==> src/rtl/hsv2rgba_pkg.sv <==
// Shared constants, codes and types of the HSV to RGBA color converter.
`default_nettype none

package hsv2rgba_pkg;

	// Field widths of the input and result items.
	localparam int HUE_W   = 15;
	localparam int SV_W    = 9;
	localparam int ALPHA_W = 8;
	localparam int RGBA_W  = 32;
	localparam int BYTE_W  = 8;

	// Default number of fraction bits of saturation, value and the hue fraction.
	localparam int FRAC_BITS_DEF = 8;

	// One 60-degree sector is 3840 hue units, which is 15 * 2^8.
	localparam int SECTOR_UNITS = 3840;
	localparam int SECTOR_SHIFT = 8;
	localparam int SECTOR_ODD   = 15;
	localparam int SECTORS      = 6;
	localparam int REM_W        = $clog2(SECTOR_UNITS);
	localparam int SEC_MAX      = (2**HUE_W - 1) / SECTOR_UNITS;
	localparam int SEC_RAW_W    = $clog2(SEC_MAX + 1);
	localparam int SEC_W        = $clog2(SECTORS);

	// Sector codes, named after the hue range they cover.
	localparam logic [SEC_W-1:0] SEC_RED_YEL = 3'd0;
	localparam logic [SEC_W-1:0] SEC_YEL_GRN = 3'd1;
	localparam logic [SEC_W-1:0] SEC_GRN_CYN = 3'd2;
	localparam logic [SEC_W-1:0] SEC_CYN_BLU = 3'd3;
	localparam logic [SEC_W-1:0] SEC_BLU_MAG = 3'd4;
	localparam logic [SEC_W-1:0] SEC_MAG_RED = 3'd5;

	// Queue between the front and back parts; the depth is a power of two.
	localparam int QUEUE_DEPTH = 4;
	localparam int QAW         = $clog2(QUEUE_DEPTH);
	localparam int QLVL_W      = $clog2(QUEUE_DEPTH + 1);

	typedef struct packed {
		logic              empty;
		logic              full;
		logic [QLVL_W-1:0] level;
	} qstat_t;

endpackage

`default_nettype wire

==> src/rtl/hsv2rgba_front.sv <==
// Front part: accepts items, clamps s and v, splits hue into sector and fraction.
`default_nettype none

module hsv2rgba_front import hsv2rgba_pkg::*; #(
	parameter int FRAC_BITS = FRAC_BITS_DEF
) (
	input  wire logic                 clk,
	input  wire logic                 arst_n,
	input  wire logic                 start,
	output logic                      busy,
	input  wire logic [HUE_W-1:0]     hue,
	input  wire logic [SV_W-1:0]      saturation,
	input  wire logic [SV_W-1:0]      brightness,
	input  wire logic [ALPHA_W-1:0]   alpha_in,
	input  wire qstat_t               q_status,
	output logic                      push,
	output logic [SEC_W+FRAC_BITS+2*(FRAC_BITS+1)+ALPHA_W-1:0] push_data
);

	localparam int ONE_W = FRAC_BITS + 1;
	localparam int CW    = (SV_W > ONE_W) ? SV_W : ONE_W;
	localparam int YW    = FRAC_BITS + 4;
	localparam int K     = FRAC_BITS + 8;
	localparam int MW    = K - 3;
	localparam int PW    = YW + MW;
	localparam longint RECIP_L = ((longint'(1) << K) + SECTOR_ODD - 1) / SECTOR_ODD;
	localparam logic [MW-1:0] RECIP = MW'(RECIP_L);
	localparam logic [CW-1:0] ONE_C = CW'(1) << FRAC_BITS;

	logic                 vld_s1;
	logic [SEC_W-1:0]     sec_s1;
	logic [REM_W-1:0]     rem_s1;
	logic [ONE_W-1:0]     s_s1;
	logic [ONE_W-1:0]     v_s1;
	logic [ALPHA_W-1:0]   alpha_s1;

	logic                 accept;
	logic [SEC_RAW_W-1:0] raw_sec;
	logic [SEC_W-1:0]     sec_mod;
	logic [REM_W-1:0]     rem;
	logic [CW-1:0]        s_ext;
	logic [CW-1:0]        v_ext;
	logic [ONE_W-1:0]     s_clamp;
	logic [ONE_W-1:0]     v_clamp;
	logic [YW-1:0]        y;
	logic [PW-1:0]        prod;
	logic [FRAC_BITS-1:0] f;

	// The queue must hold every item already in flight plus a new one.
	assign busy = ((QLVL_W+1)'(q_status.level) + (QLVL_W+1)'(vld_s1))
		>= (QLVL_W+1)'(QUEUE_DEPTH);
	assign accept = start & ~busy;

	// Sector by a short ladder of constant compares, then hue minus the sector base.
	always_comb begin
		raw_sec = '0;
		for (int k = 1; k <= SEC_MAX; k++) begin
			if (hue >= HUE_W'(k * SECTOR_UNITS)) begin
				raw_sec = SEC_RAW_W'(k);
			end
		end
		rem = REM_W'(hue - HUE_W'(raw_sec * SECTOR_UNITS));
		if (raw_sec >= SEC_RAW_W'(SECTORS)) begin
			sec_mod = SEC_W'(raw_sec - SEC_RAW_W'(SECTORS));
		end else begin
			sec_mod = SEC_W'(raw_sec);
		end
	end

	assign s_ext   = CW'(saturation);
	assign v_ext   = CW'(brightness);
	assign s_clamp = (s_ext > ONE_C) ? ONE_C[ONE_W-1:0] : s_ext[ONE_W-1:0];
	assign v_clamp = (v_ext > ONE_C) ? ONE_C[ONE_W-1:0] : v_ext[ONE_W-1:0];

	always_ff @(posedge clk or negedge arst_n) begin
		if (!arst_n) begin
			vld_s1 <= 1'b0;
		end else begin
			vld_s1 <= accept;
		end
	end

	always_ff @(posedge clk) begin
		if (accept) begin
			sec_s1   <= sec_mod;
			rem_s1   <= rem;
			s_s1     <= s_clamp;
			v_s1     <= v_clamp;
			alpha_s1 <= alpha_in;
		end
	end

	// f = rem * 2^F / (15 * 2^8): drop or add the power of two, then divide by 15
	// through an exact reciprocal multiply.
	generate
		if (FRAC_BITS >= SECTOR_SHIFT) begin : g_up
			assign y = YW'(rem_s1) << (FRAC_BITS - SECTOR_SHIFT);
		end else begin : g_down
			assign y = YW'(rem_s1 >> (SECTOR_SHIFT - FRAC_BITS));
		end
	endgenerate

	assign prod = PW'(y) * PW'(RECIP);
	assign f    = prod[K +: FRAC_BITS];

	assign push      = vld_s1;
	assign push_data = {sec_s1, f, s_s1, v_s1, alpha_s1};

endmodule

`default_nettype wire

==> src/rtl/hsv2rgba_queue.sv <==
// Short register queue that decouples the front part from the back part.
`default_nettype none

module hsv2rgba_queue import hsv2rgba_pkg::*; #(
	parameter int WIDTH = 8
) (
	input  wire logic             clk,
	input  wire logic             arst_n,
	input  wire logic             push,
	input  wire logic [WIDTH-1:0] push_data,
	input  wire logic             pop,
	output logic      [WIDTH-1:0] pop_data,
	output qstat_t                status
);

	logic [WIDTH-1:0]  mem_q [QUEUE_DEPTH];
	logic [QAW-1:0]    wr_ptr_q;
	logic [QAW-1:0]    rd_ptr_q;
	logic [QLVL_W-1:0] level_q;

	always_ff @(posedge clk or negedge arst_n) begin
		if (!arst_n) begin
			wr_ptr_q <= '0;
			rd_ptr_q <= '0;
			level_q  <= '0;
		end else begin
			if (push) begin
				wr_ptr_q <= wr_ptr_q + QAW'(1);
			end
			if (pop) begin
				rd_ptr_q <= rd_ptr_q + QAW'(1);
			end
			if (push && !pop) begin
				level_q <= level_q + QLVL_W'(1);
			end else if (pop && !push) begin
				level_q <= level_q - QLVL_W'(1);
			end
		end
	end

	always_ff @(posedge clk) begin
		if (push) begin
			mem_q[wr_ptr_q] <= push_data;
		end
	end

	assign pop_data     = mem_q[rd_ptr_q];
	assign status.empty = (level_q == '0);
	assign status.full  = (level_q == QLVL_W'(QUEUE_DEPTH));
	assign status.level = level_q;

	a_no_overflow: assert property (@(posedge clk) disable iff (!arst_n)
		push |-> (!status.full || pop))
		else $error("queue written while full");

	a_no_underflow: assert property (@(posedge clk) disable iff (!arst_n)
		pop |-> !status.empty)
		else $error("queue read while empty");

	a_level_bound: assert property (@(posedge clk) disable iff (!arst_n)
		level_q <= QLVL_W'(QUEUE_DEPTH))
		else $error("queue level beyond depth");

endmodule

`default_nettype wire

==> src/rtl/hsv2rgba_back.sv <==
// Back part: forms v, p, q and t, orders them by sector and packs the bytes.
`default_nettype none

module hsv2rgba_back import hsv2rgba_pkg::*; #(
	parameter int FRAC_BITS = FRAC_BITS_DEF
) (
	input  wire logic                 clk,
	input  wire logic                 arst_n,
	input  wire qstat_t               q_status,
	output logic                      pop,
	input  wire logic [SEC_W+FRAC_BITS+2*(FRAC_BITS+1)+ALPHA_W-1:0] pop_data,
	output logic                      done,
	output logic [RGBA_W-1:0]         rgba_word
);

	localparam int ONE_W = FRAC_BITS + 1;
	localparam int P2W   = 2 * FRAC_BITS + 1;
	localparam int CW3   = 3 * FRAC_BITS + 1;
	localparam int BW    = CW3 + BYTE_W;
	localparam logic [ONE_W-1:0] ONE    = ONE_W'(1) << FRAC_BITS;
	localparam logic [P2W-1:0]   ONE_SQ = P2W'(1) << (2 * FRAC_BITS);

	function automatic logic [BYTE_W-1:0] to_byte(input logic [CW3-1:0] x);
		logic [BW-1:0] scaled;
		scaled  = (BW'(x) << BYTE_W) - BW'(x);
		return scaled[3*FRAC_BITS +: BYTE_W];
	endfunction

	logic [SEC_W-1:0]     in_sec;
	logic [FRAC_BITS-1:0] in_f;
	logic [ONE_W-1:0]     in_s;
	logic [ONE_W-1:0]     in_v;
	logic [ALPHA_W-1:0]   in_alpha;

	logic                 vld_s1;
	logic [SEC_W-1:0]     sec_s1;
	logic [ONE_W-1:0]     v_s1;
	logic [P2W-1:0]       fs_s1;
	logic [P2W-1:0]       gs_s1;
	logic [P2W-1:0]       vp_s1;
	logic [ALPHA_W-1:0]   alpha_s1;

	logic                 vld_s2;
	logic [SEC_W-1:0]     sec_s2;
	logic [CW3-1:0]       cv_s2;
	logic [CW3-1:0]       cp_s2;
	logic [CW3-1:0]       cq_s2;
	logic [CW3-1:0]       ct_s2;
	logic [ALPHA_W-1:0]   alpha_s2;

	logic [CW3-1:0]       r_c;
	logic [CW3-1:0]       g_c;
	logic [CW3-1:0]       b_c;
	logic                 done_q;
	logic [RGBA_W-1:0]    rgba_q;

	assign {in_sec, in_f, in_s, in_v, in_alpha} = pop_data;

	// The back part never stalls, so it drains the queue whenever it holds an item.
	assign pop = !q_status.empty;

	always_ff @(posedge clk or negedge arst_n) begin
		if (!arst_n) begin
			vld_s1 <= 1'b0;
			vld_s2 <= 1'b0;
			done_q <= 1'b0;
		end else begin
			vld_s1 <= pop;
			vld_s2 <= vld_s1;
			done_q <= vld_s2;
		end
	end

	// Stage 1: f*s, (1-f)*s and v*(1-s).
	always_ff @(posedge clk) begin
		if (pop) begin
			sec_s1   <= in_sec;
			v_s1     <= in_v;
			alpha_s1 <= in_alpha;
			fs_s1    <= P2W'(in_f) * P2W'(in_s);
			gs_s1    <= P2W'(ONE - ONE_W'(in_f)) * P2W'(in_s);
			vp_s1    <= P2W'(in_v) * P2W'(ONE - in_s);
		end
	end

	// Stage 2: all four channels with 3*F fraction bits.
	always_ff @(posedge clk) begin
		if (vld_s1) begin
			sec_s2   <= sec_s1;
			alpha_s2 <= alpha_s1;
			cv_s2    <= CW3'(v_s1) << (2 * FRAC_BITS);
			cp_s2    <= CW3'(vp_s1) << FRAC_BITS;
			cq_s2    <= CW3'(v_s1) * CW3'(ONE_SQ - fs_s1);
			ct_s2    <= CW3'(v_s1) * CW3'(ONE_SQ - gs_s1);
		end
	end

	always_comb begin
		case (sec_s2)
			SEC_RED_YEL: begin
				r_c = cv_s2; g_c = ct_s2; b_c = cp_s2;
			end
			SEC_YEL_GRN: begin
				r_c = cq_s2; g_c = cv_s2; b_c = cp_s2;
			end
			SEC_GRN_CYN: begin
				r_c = cp_s2; g_c = cv_s2; b_c = ct_s2;
			end
			SEC_CYN_BLU: begin
				r_c = cp_s2; g_c = cq_s2; b_c = cv_s2;
			end
			SEC_BLU_MAG: begin
				r_c = ct_s2; g_c = cp_s2; b_c = cv_s2;
			end
			default: begin
				r_c = cv_s2; g_c = cp_s2; b_c = cq_s2;
			end
		endcase
	end

	// Stage 3: scale by 255, truncate and pack into the output register.
	always_ff @(posedge clk) begin
		if (vld_s2) begin
			rgba_q <= {to_byte(r_c), to_byte(g_c), to_byte(b_c), alpha_s2};
		end
	end

	assign done      = done_q;
	assign rgba_word = rgba_q;

endmodule

`default_nettype wire

==> src/rtl/hsv_to_rgba_color_core.sv <==
// Top level of the HSV to RGBA color converter.
//
//   Channel  | Handshake            | Payload ports                            | Dir
//   ---------+----------------------+------------------------------------------+----
//   item in  | start, busy          | hue, saturation, brightness, alpha_in    | in
//   result   | done (one-cycle)     | rgba_word                                | out
//
// An item is taken at a rising edge where start is high and busy is low. Its
// result passes the front register, the queue and the three back stages, then
// goes onto rgba_word with done high and stays for one cycle. One item can
// enter on every clock and one result leaves on every clock; the figure is set
// by the back part, which retires one item per cycle from the queue through its
// three pipeline stages. The asynchronous reset clears all valid bits and the
// queue pointers, so nothing is in flight after reset. The receiver cannot
// stall, so the queue never holds more than one item and busy stays low in
// normal use; busy only guards the queue against overflow.
//
// The front part compares the hue against the sector bases, clamps saturation
// and value to 1.0, and turns the remainder into the fraction f with an exact
// reciprocal multiply. The back part forms v, p, q and t in full precision
// (three times the fraction bits), orders them by sector and scales each by 255.
`default_nettype none

module hsv_to_rgba_color_core import hsv2rgba_pkg::*; #(
	parameter int FRAC_BITS = FRAC_BITS_DEF
) (
	input  wire logic               clk,
	input  wire logic               arst_n,
	input  wire logic               start,
	output logic                    busy,
	input  wire logic [HUE_W-1:0]   hue,
	input  wire logic [SV_W-1:0]    saturation,
	input  wire logic [SV_W-1:0]    brightness,
	input  wire logic [ALPHA_W-1:0] alpha_in,
	output logic                    done,
	output logic [RGBA_W-1:0]       rgba_word
);

	// Queue entry: sector, fraction f, clamped s and v, alpha.
	localparam int QW = SEC_W + FRAC_BITS + 2 * (FRAC_BITS + 1) + ALPHA_W;

	qstat_t          q_status;
	logic            push;
	logic [QW-1:0]   push_data;
	logic            pop;
	logic [QW-1:0]   pop_data;

	hsv2rgba_front #(
		.FRAC_BITS (FRAC_BITS)
	) u_front (
		.clk        (clk),
		.arst_n     (arst_n),
		.start      (start),
		.busy       (busy),
		.hue        (hue),
		.saturation (saturation),
		.brightness (brightness),
		.alpha_in   (alpha_in),
		.q_status   (q_status),
		.push       (push),
		.push_data  (push_data)
	);

	hsv2rgba_queue #(
		.WIDTH (QW)
	) u_queue (
		.clk       (clk),
		.arst_n    (arst_n),
		.push      (push),
		.push_data (push_data),
		.pop       (pop),
		.pop_data  (pop_data),
		.status    (q_status)
	);

	hsv2rgba_back #(
		.FRAC_BITS (FRAC_BITS)
	) u_back (
		.clk       (clk),
		.arst_n    (arst_n),
		.q_status  (q_status),
		.pop       (pop),
		.pop_data  (pop_data),
		.done      (done),
		.rgba_word (rgba_word)
	);

	// Every accepted item comes out after the fixed latency of the front part, queue and back part.
	a_fixed_latency: assert property (@(posedge clk) disable iff (!arst_n)
		(start && !busy) |-> ##5 done)
		else $error("accepted item did not produce a result on time");

endmodule

`default_nettype wire
==> config.mk <==
export PLATFORM = sky130hd
export DESIGN_NAME = hsv_to_rgba_color_core
export DESIGN_NICKNAME = d
export VERILOG_FILES = /design/src/rtl/hsv2rgba_pkg.sv /design/src/rtl/hsv2rgba_front.sv /design/src/rtl/hsv2rgba_queue.sv /design/src/rtl/hsv2rgba_back.sv /design/src/rtl/hsv_to_rgba_color_core.sv
export SDC_FILE = /design/constraint.sdc
export NUM_CORES = 2
export LEC_CHECK = 0
export BUFFER_PORTS_ARGS = -buffer_cell sky130_fd_sc_hd__buf_4
export CAP_MARGIN = 40
export CORE_UTILIZATION = 55
export CTS_BUF_LIST = sky130_fd_sc_hd__clkbuf_4
export DETAILED_ROUTE_END_ITERATION = 12
export MAX_ROUTING_LAYER = met4
export PLACE_DENSITY = 0.71
export SLEW_MARGIN = 5
export SYNTH_ARGS = -nofsm -noshare
export SYNTH_HDL_FRONTEND = slang
export SYNTH_HIERARCHICAL = 1
export SYNTH_SLANG_ARGS = --single-unit
==> constraint.sdc <==
create_clock -name clk -period 8.5 [get_ports clk]
set_clock_uncertainty 0.1 [all_clocks]
set_input_delay 0.425 -clock clk [delete_from_list [all_inputs] [get_ports clk]]
set_output_delay 0.425 -clock clk [all_outputs]
set_load 0.01 [all_outputs]
# Word level (Yosys, flattened, before mapping)

Memory sizes are Yosys's and may differ from the RTL's.
Cells that the tools add are included.

Register bits after elaboration: 242
Latch bits: 0
RAM bits: 148
Memory bits (read-only): 0
Memories kept: 1

Memory list:

| memory        | words | bits a word | read ports | clocked after memory_dff | wr ports | line                 | source |
|---|---|---|---|---|---|---|---|
| u_queue.mem_q | 4     | 37          | 1          | 0                        | 1        | hsv2rgba_queue.sv:16 | `logic [WIDTH-1:0] mem_q [QUEUE_DEPTH];` |

$add $sub $neg: 14
Multiply operators: 7
Div/mod/pow operators: 0
Order comparisons: 12
Equal/unequal tests: 4
Shift operators: 0
Muxes and demuxes: 16
Bitwise gates (word level): 2
Reductions and logical operators: 11

Operator list:

| operator                 | count |
|---|---|
| $pmux W25 S3             | 3 |
| $sub A32 B25 Y32         | 3 |
| $ge A15 B15 Y1 const B   | 4 |
| $mul A9 B25 Y25          | 2 |
| $sub A17 B17 Y18 const A | 2 |
| $ge A15 B14 Y1 const B   | 2 |
| $mux W4                  | 7 |
| $mul A12 B12 Y23 const B | 1 |
| $gt A9 B9 Y1 const B     | 2 |
| $mul A17 B9 Y17          | 1 |
| $mul A8 B9 Y17           | 1 |
| $mul A9 B17 Y17          | 1 |
| $ge A15 B12 Y1 const B   | 1 |
| $ge A15 B13 Y1 const B   | 1 |
| $sub A12 B12 Y12         | 1 |
| $sub A9 B8 Y10 const A   | 1 |
| $sub A9 B9 Y10 const A   | 1 |
| $mux W3                  | 3 |
| $ge A4 B3 Y1 const B     | 2 |
| $reduce_or A2 Y1         | 4 |
| $eq A3 B2 Y1 const B     | 2 |
| $logic_not A3 Y1         | 2 |
| $add A2 B1 Y2 const B    | 2 |
| $add A3 B1 Y4            | 1 |
| other kinds (12)         | 16 |

# Logic depth before layout (Yosys ltp)

Depth in word-level cells: 11
Depth in mapped cells: 27
Depth with buffers taken out: 24

# By module

Netlist, hierarchy kept.

By module, submodules not included:

| module         | instances | cells an instance | area an instance (um^2) | seq. area each (um^2) |
|---|---|---|---|---|
| hsv2rgba_back  | 1         | 3,069             | 28,640.0                | 5,720.5 |
| hsv2rgba_queue | 1         | 227               | 5,724.2                 | 4,619.4 |
| hsv2rgba_front | 1         | 272               | 3,153.0                 | 1,256.2 |

# Worst setup path before layout

OpenSTA, ideal clock, no wires.

Kind: reg2reg
Start: reg u_back.fs_s1[3]
End: reg u_back.cq_s2[24] (data pin)
Data arrival time: 6.278 ns
Required time: 8.140 ns
Setup slack: 1.862 ns
Cell stages (with the launch flop): 25
Period minus slack after synthesis: 6.638 ns
Cells stage by stage: edfxtp_1 > or3_1 > nor4_2 > nand2_1 > or2_1 > nor4_1 > xnor2_1 > nand2_1 > fa_1 > inv_1 > fa_1 > fa_1 > fa_1 > inv_1 > fa_1 > inv_1 > ha_1 > nand2_1 > nor2_1 > and2_1 > and3_1 > a221o_1 > o31ai_1 > o21a_1 > xnor2_1

Cells in the longest elaborated chain, start to end: 2

Ends and longest elaborated chain:

| what                   | line                | source |
|---|---|---|
| start, declared        | hsv2rgba_back.sv:38 | `logic [P2W-1:0] fs_s1;` |
| start signal, assigned | hsv2rgba_back.sv:80 | `fs_s1 <= P2W'(in_f) * P2W'(in_s);` |
| $sub A17 B17 Y18       | hsv2rgba_back.sv:93 | `cq_s2 <= CW3'(v_s1) * CW3'(ONE_SQ - fs_s1);` |
| $mul A9 B25 Y25        | hsv2rgba_back.sv:93 |  |
| end signal, assigned   | hsv2rgba_back.sv:93 |  |
| end, declared          | hsv2rgba_back.sv:47 | `logic [CW3-1:0] cq_s2;` |

Every way passes these cells.
A chain may end at the register's enable or synchronous reset.

# Final worst setup path

Start: reg u_back.fs_s1[0]
End: reg u_back.cq_s2[24] (data pin)

Same word-level chain as after synthesis.

==> metrics <==
worst endpoint required time=9.00 ns; clk sinks=about 390; Final Hold Vio Count=0; largest net degree at the start of global routing=104; Rel. slew slack=0.351; # setup viols final=0; maximum net fanout on the critical path=15; mapped cell area=37,500 sq um; layout cells sized above 1=0.0957; Crit path arrival time=slightly below 8 ns; setup repair bufs after CTS=0; DRC viols=0; Post-Layout Cell Count=4,667; Port Buffer Count=77; total CTS buffers=97; die width=263 microns; first-pass GRT wire length=136 mm; clk root buf=clkbuf_4; CTS max path bufs=3; Yosys Warn Count=6; I/O pin cnt=78; Final Max Slew Viols=0; status=complete, no violations; # nets final=4,512; PostCTS Resize Cnt=0; critical path endpoint category=flop; minimum clock period=7.33 ns; RSZ-0062 raised after global routing=no; Syn Area/Cell=10.5 sq um; synthesized net count=~4,400; placed instance count=about 4,400; total die area=69,200 sq um; fmax=between 100 and 150 MHz; grt total ovfl=0; critical path class=flop to flop; setup_tns=0 ns; first-pass iteration count of the detailed router=5; Worst-path clk slew=0.07 ns; Post-CTS Hold Fix Bufs=49; CTS tree=yes; Hold Path Class=input port to flop; CTS H-Tree Depth=3; Worst Max-Slew Pin Slew=around 0.97 ns; cell row count=95; Mapped Cells=~3,600; Initial Util=0.558; commonest non-fill, non-tap cell in the layout=inv_1; commonest non-fill, non-tap cells in the layout=inv_1, nand2_1, fa_1, edfxtp_1, ha_1; vias in the first global route=26,960; clk_lat worst skew=0.91 ns; crit share post-route=0.863; Post-Route WL=approximately 82 mm; Startpoint Class=flop; Global Route Usage Sum=0.254; P&R area growth vs syn=9.23%; vias=25,465; Die H=263 microns; MaxCap Viol Count=0; vias per cell=5.46; Post-DRT Antenna Nets=0; core area=67,300 sq um; First DRT Iteration DRCs=about 1,400; Routed WL per cell=17.6 microns; Final HPWL DP=62.4 mm; Placer Congestion=0.952; initial antenna violation count=2
[area by class of cell]
cell class / count / area [sq um]
antenna: 2 / 5.00
clock buffer: 137 / 1030
clock inverter: 35 / 280
fill: 5527 / 26300
inverter: 598 / 2240
multi-input combinational: 2458 / 23100
sequential: 388 / 11600
tap: 873 / 1090
timing repair buffer: 176 / 1590
[registers in the layout, indices dropped and copies added, names as in the netlist, 2 cells and up]
name and cells:
u_queue/mem_q 148, u_back/rgba_word 32, u_back/cq_s2 25, u_back/ct_s2 24, u_back/cp_s2 17, u_back/fs_s1 17
u_back/vp_s1 17, u_back/gs_s1 16, u_front/rem_s1 12, u_back/cv_s2 9, u_back/v_s1 9, u_front/s_s1 9
u_front/v_s1 9, u_back/alpha_s1 8, u_back/alpha_s2 8, u_front/alpha_s1 8, u_back/sec_s1 3, u_back/sec_s2 3
u_front/sec_s1 3, u_queue/level_q 3, u_queue/rd_ptr_q 2, u_queue/wr_ptr_q 2
[worst max-delay path, cell delays in order (launching register included)]
cell and delay [ns]:
edfxtp_1 0.64, inv_1 0.12, ha_1 0.29, nand3b_1 0.18, nor2_1 0.07, xnor2_1 0.75, nand2_1 0.16, fa_1 0.51
inv_1 0.05, fa_1 0.49, inv_1 0.05, fa_1 0.46, fa_1 0.55, inv_1 0.06, fa_1 0.47, ha_1 0.35
o21ai_0 0.24, a21boi_1 0.15, and2_1 0.19, and3_1 0.18, a221o_1 0.35, o31ai_1 0.37, o21a_1 0.20, xnor2_1 0.08
[worst paths after layout]
kind / start / end / slack [ns] / cells after the start
setup reg to reg: u_back/fs_s1[0]$_DFFE_PN_ / u_back/cq_s2[24]$_DFFE_PP_ / 1.17 / 23
setup / recovery: u_back/fs_s1[0]$_DFFE_PN_ / u_back/cq_s2[24]$_DFFE_PP_ / 1.17 / 23
hold / removal: alpha_in[7] / u_front/alpha_s1[7]$_DFFE_PP_ / 0.13 / 2
max in group asynchronous: arst_n / u_back/vld_s1$_DFF_PN0_ / 7.29 / 3
hold reg to reg: u_back/vp_s1[9]$_DFFE_PN_ / u_back/cp_s2[17]$_DFFE_PP_ / 0.30 / 0
min in group asynchronous: arst_n / u_queue/rd_ptr_q[1]$_DFFE_PN0P_ / 0.55 / 3
[stage by stage]
step	hold WS, ns	cell area (sq um)	utilization	setup slack [ns]
after global routing	0.0323	41000	0.609	0.735
after detailed placement	0.184	39200	0.582	1.23
after CTS	0.0132	41000	0.609	1.23
final	0.127	41000	0.609	1.17
after floorplan	0.0294	37500	-	1.86
after global placement	0.181	38900	0.578	1.40
[layer usage]
| layer | vias to the layer above | GRT usage | wire length (microns) |
|---|---|---|---|
| met3 | 155 | 0.0354 | 3780 |
| li1 | 12113 | - | - |
| met2 | 596 | 0.427 | 40900 |
| met4 | 0 | 0.0999 | 3090 |
| met1 | 12601 | 0.311 | 34200 |
| met5 | - | - | 0 |
Power is left out: the tool's default activity adds up to more than one toggle a clock period on the data nets, which glitch-free logic cannot reach.
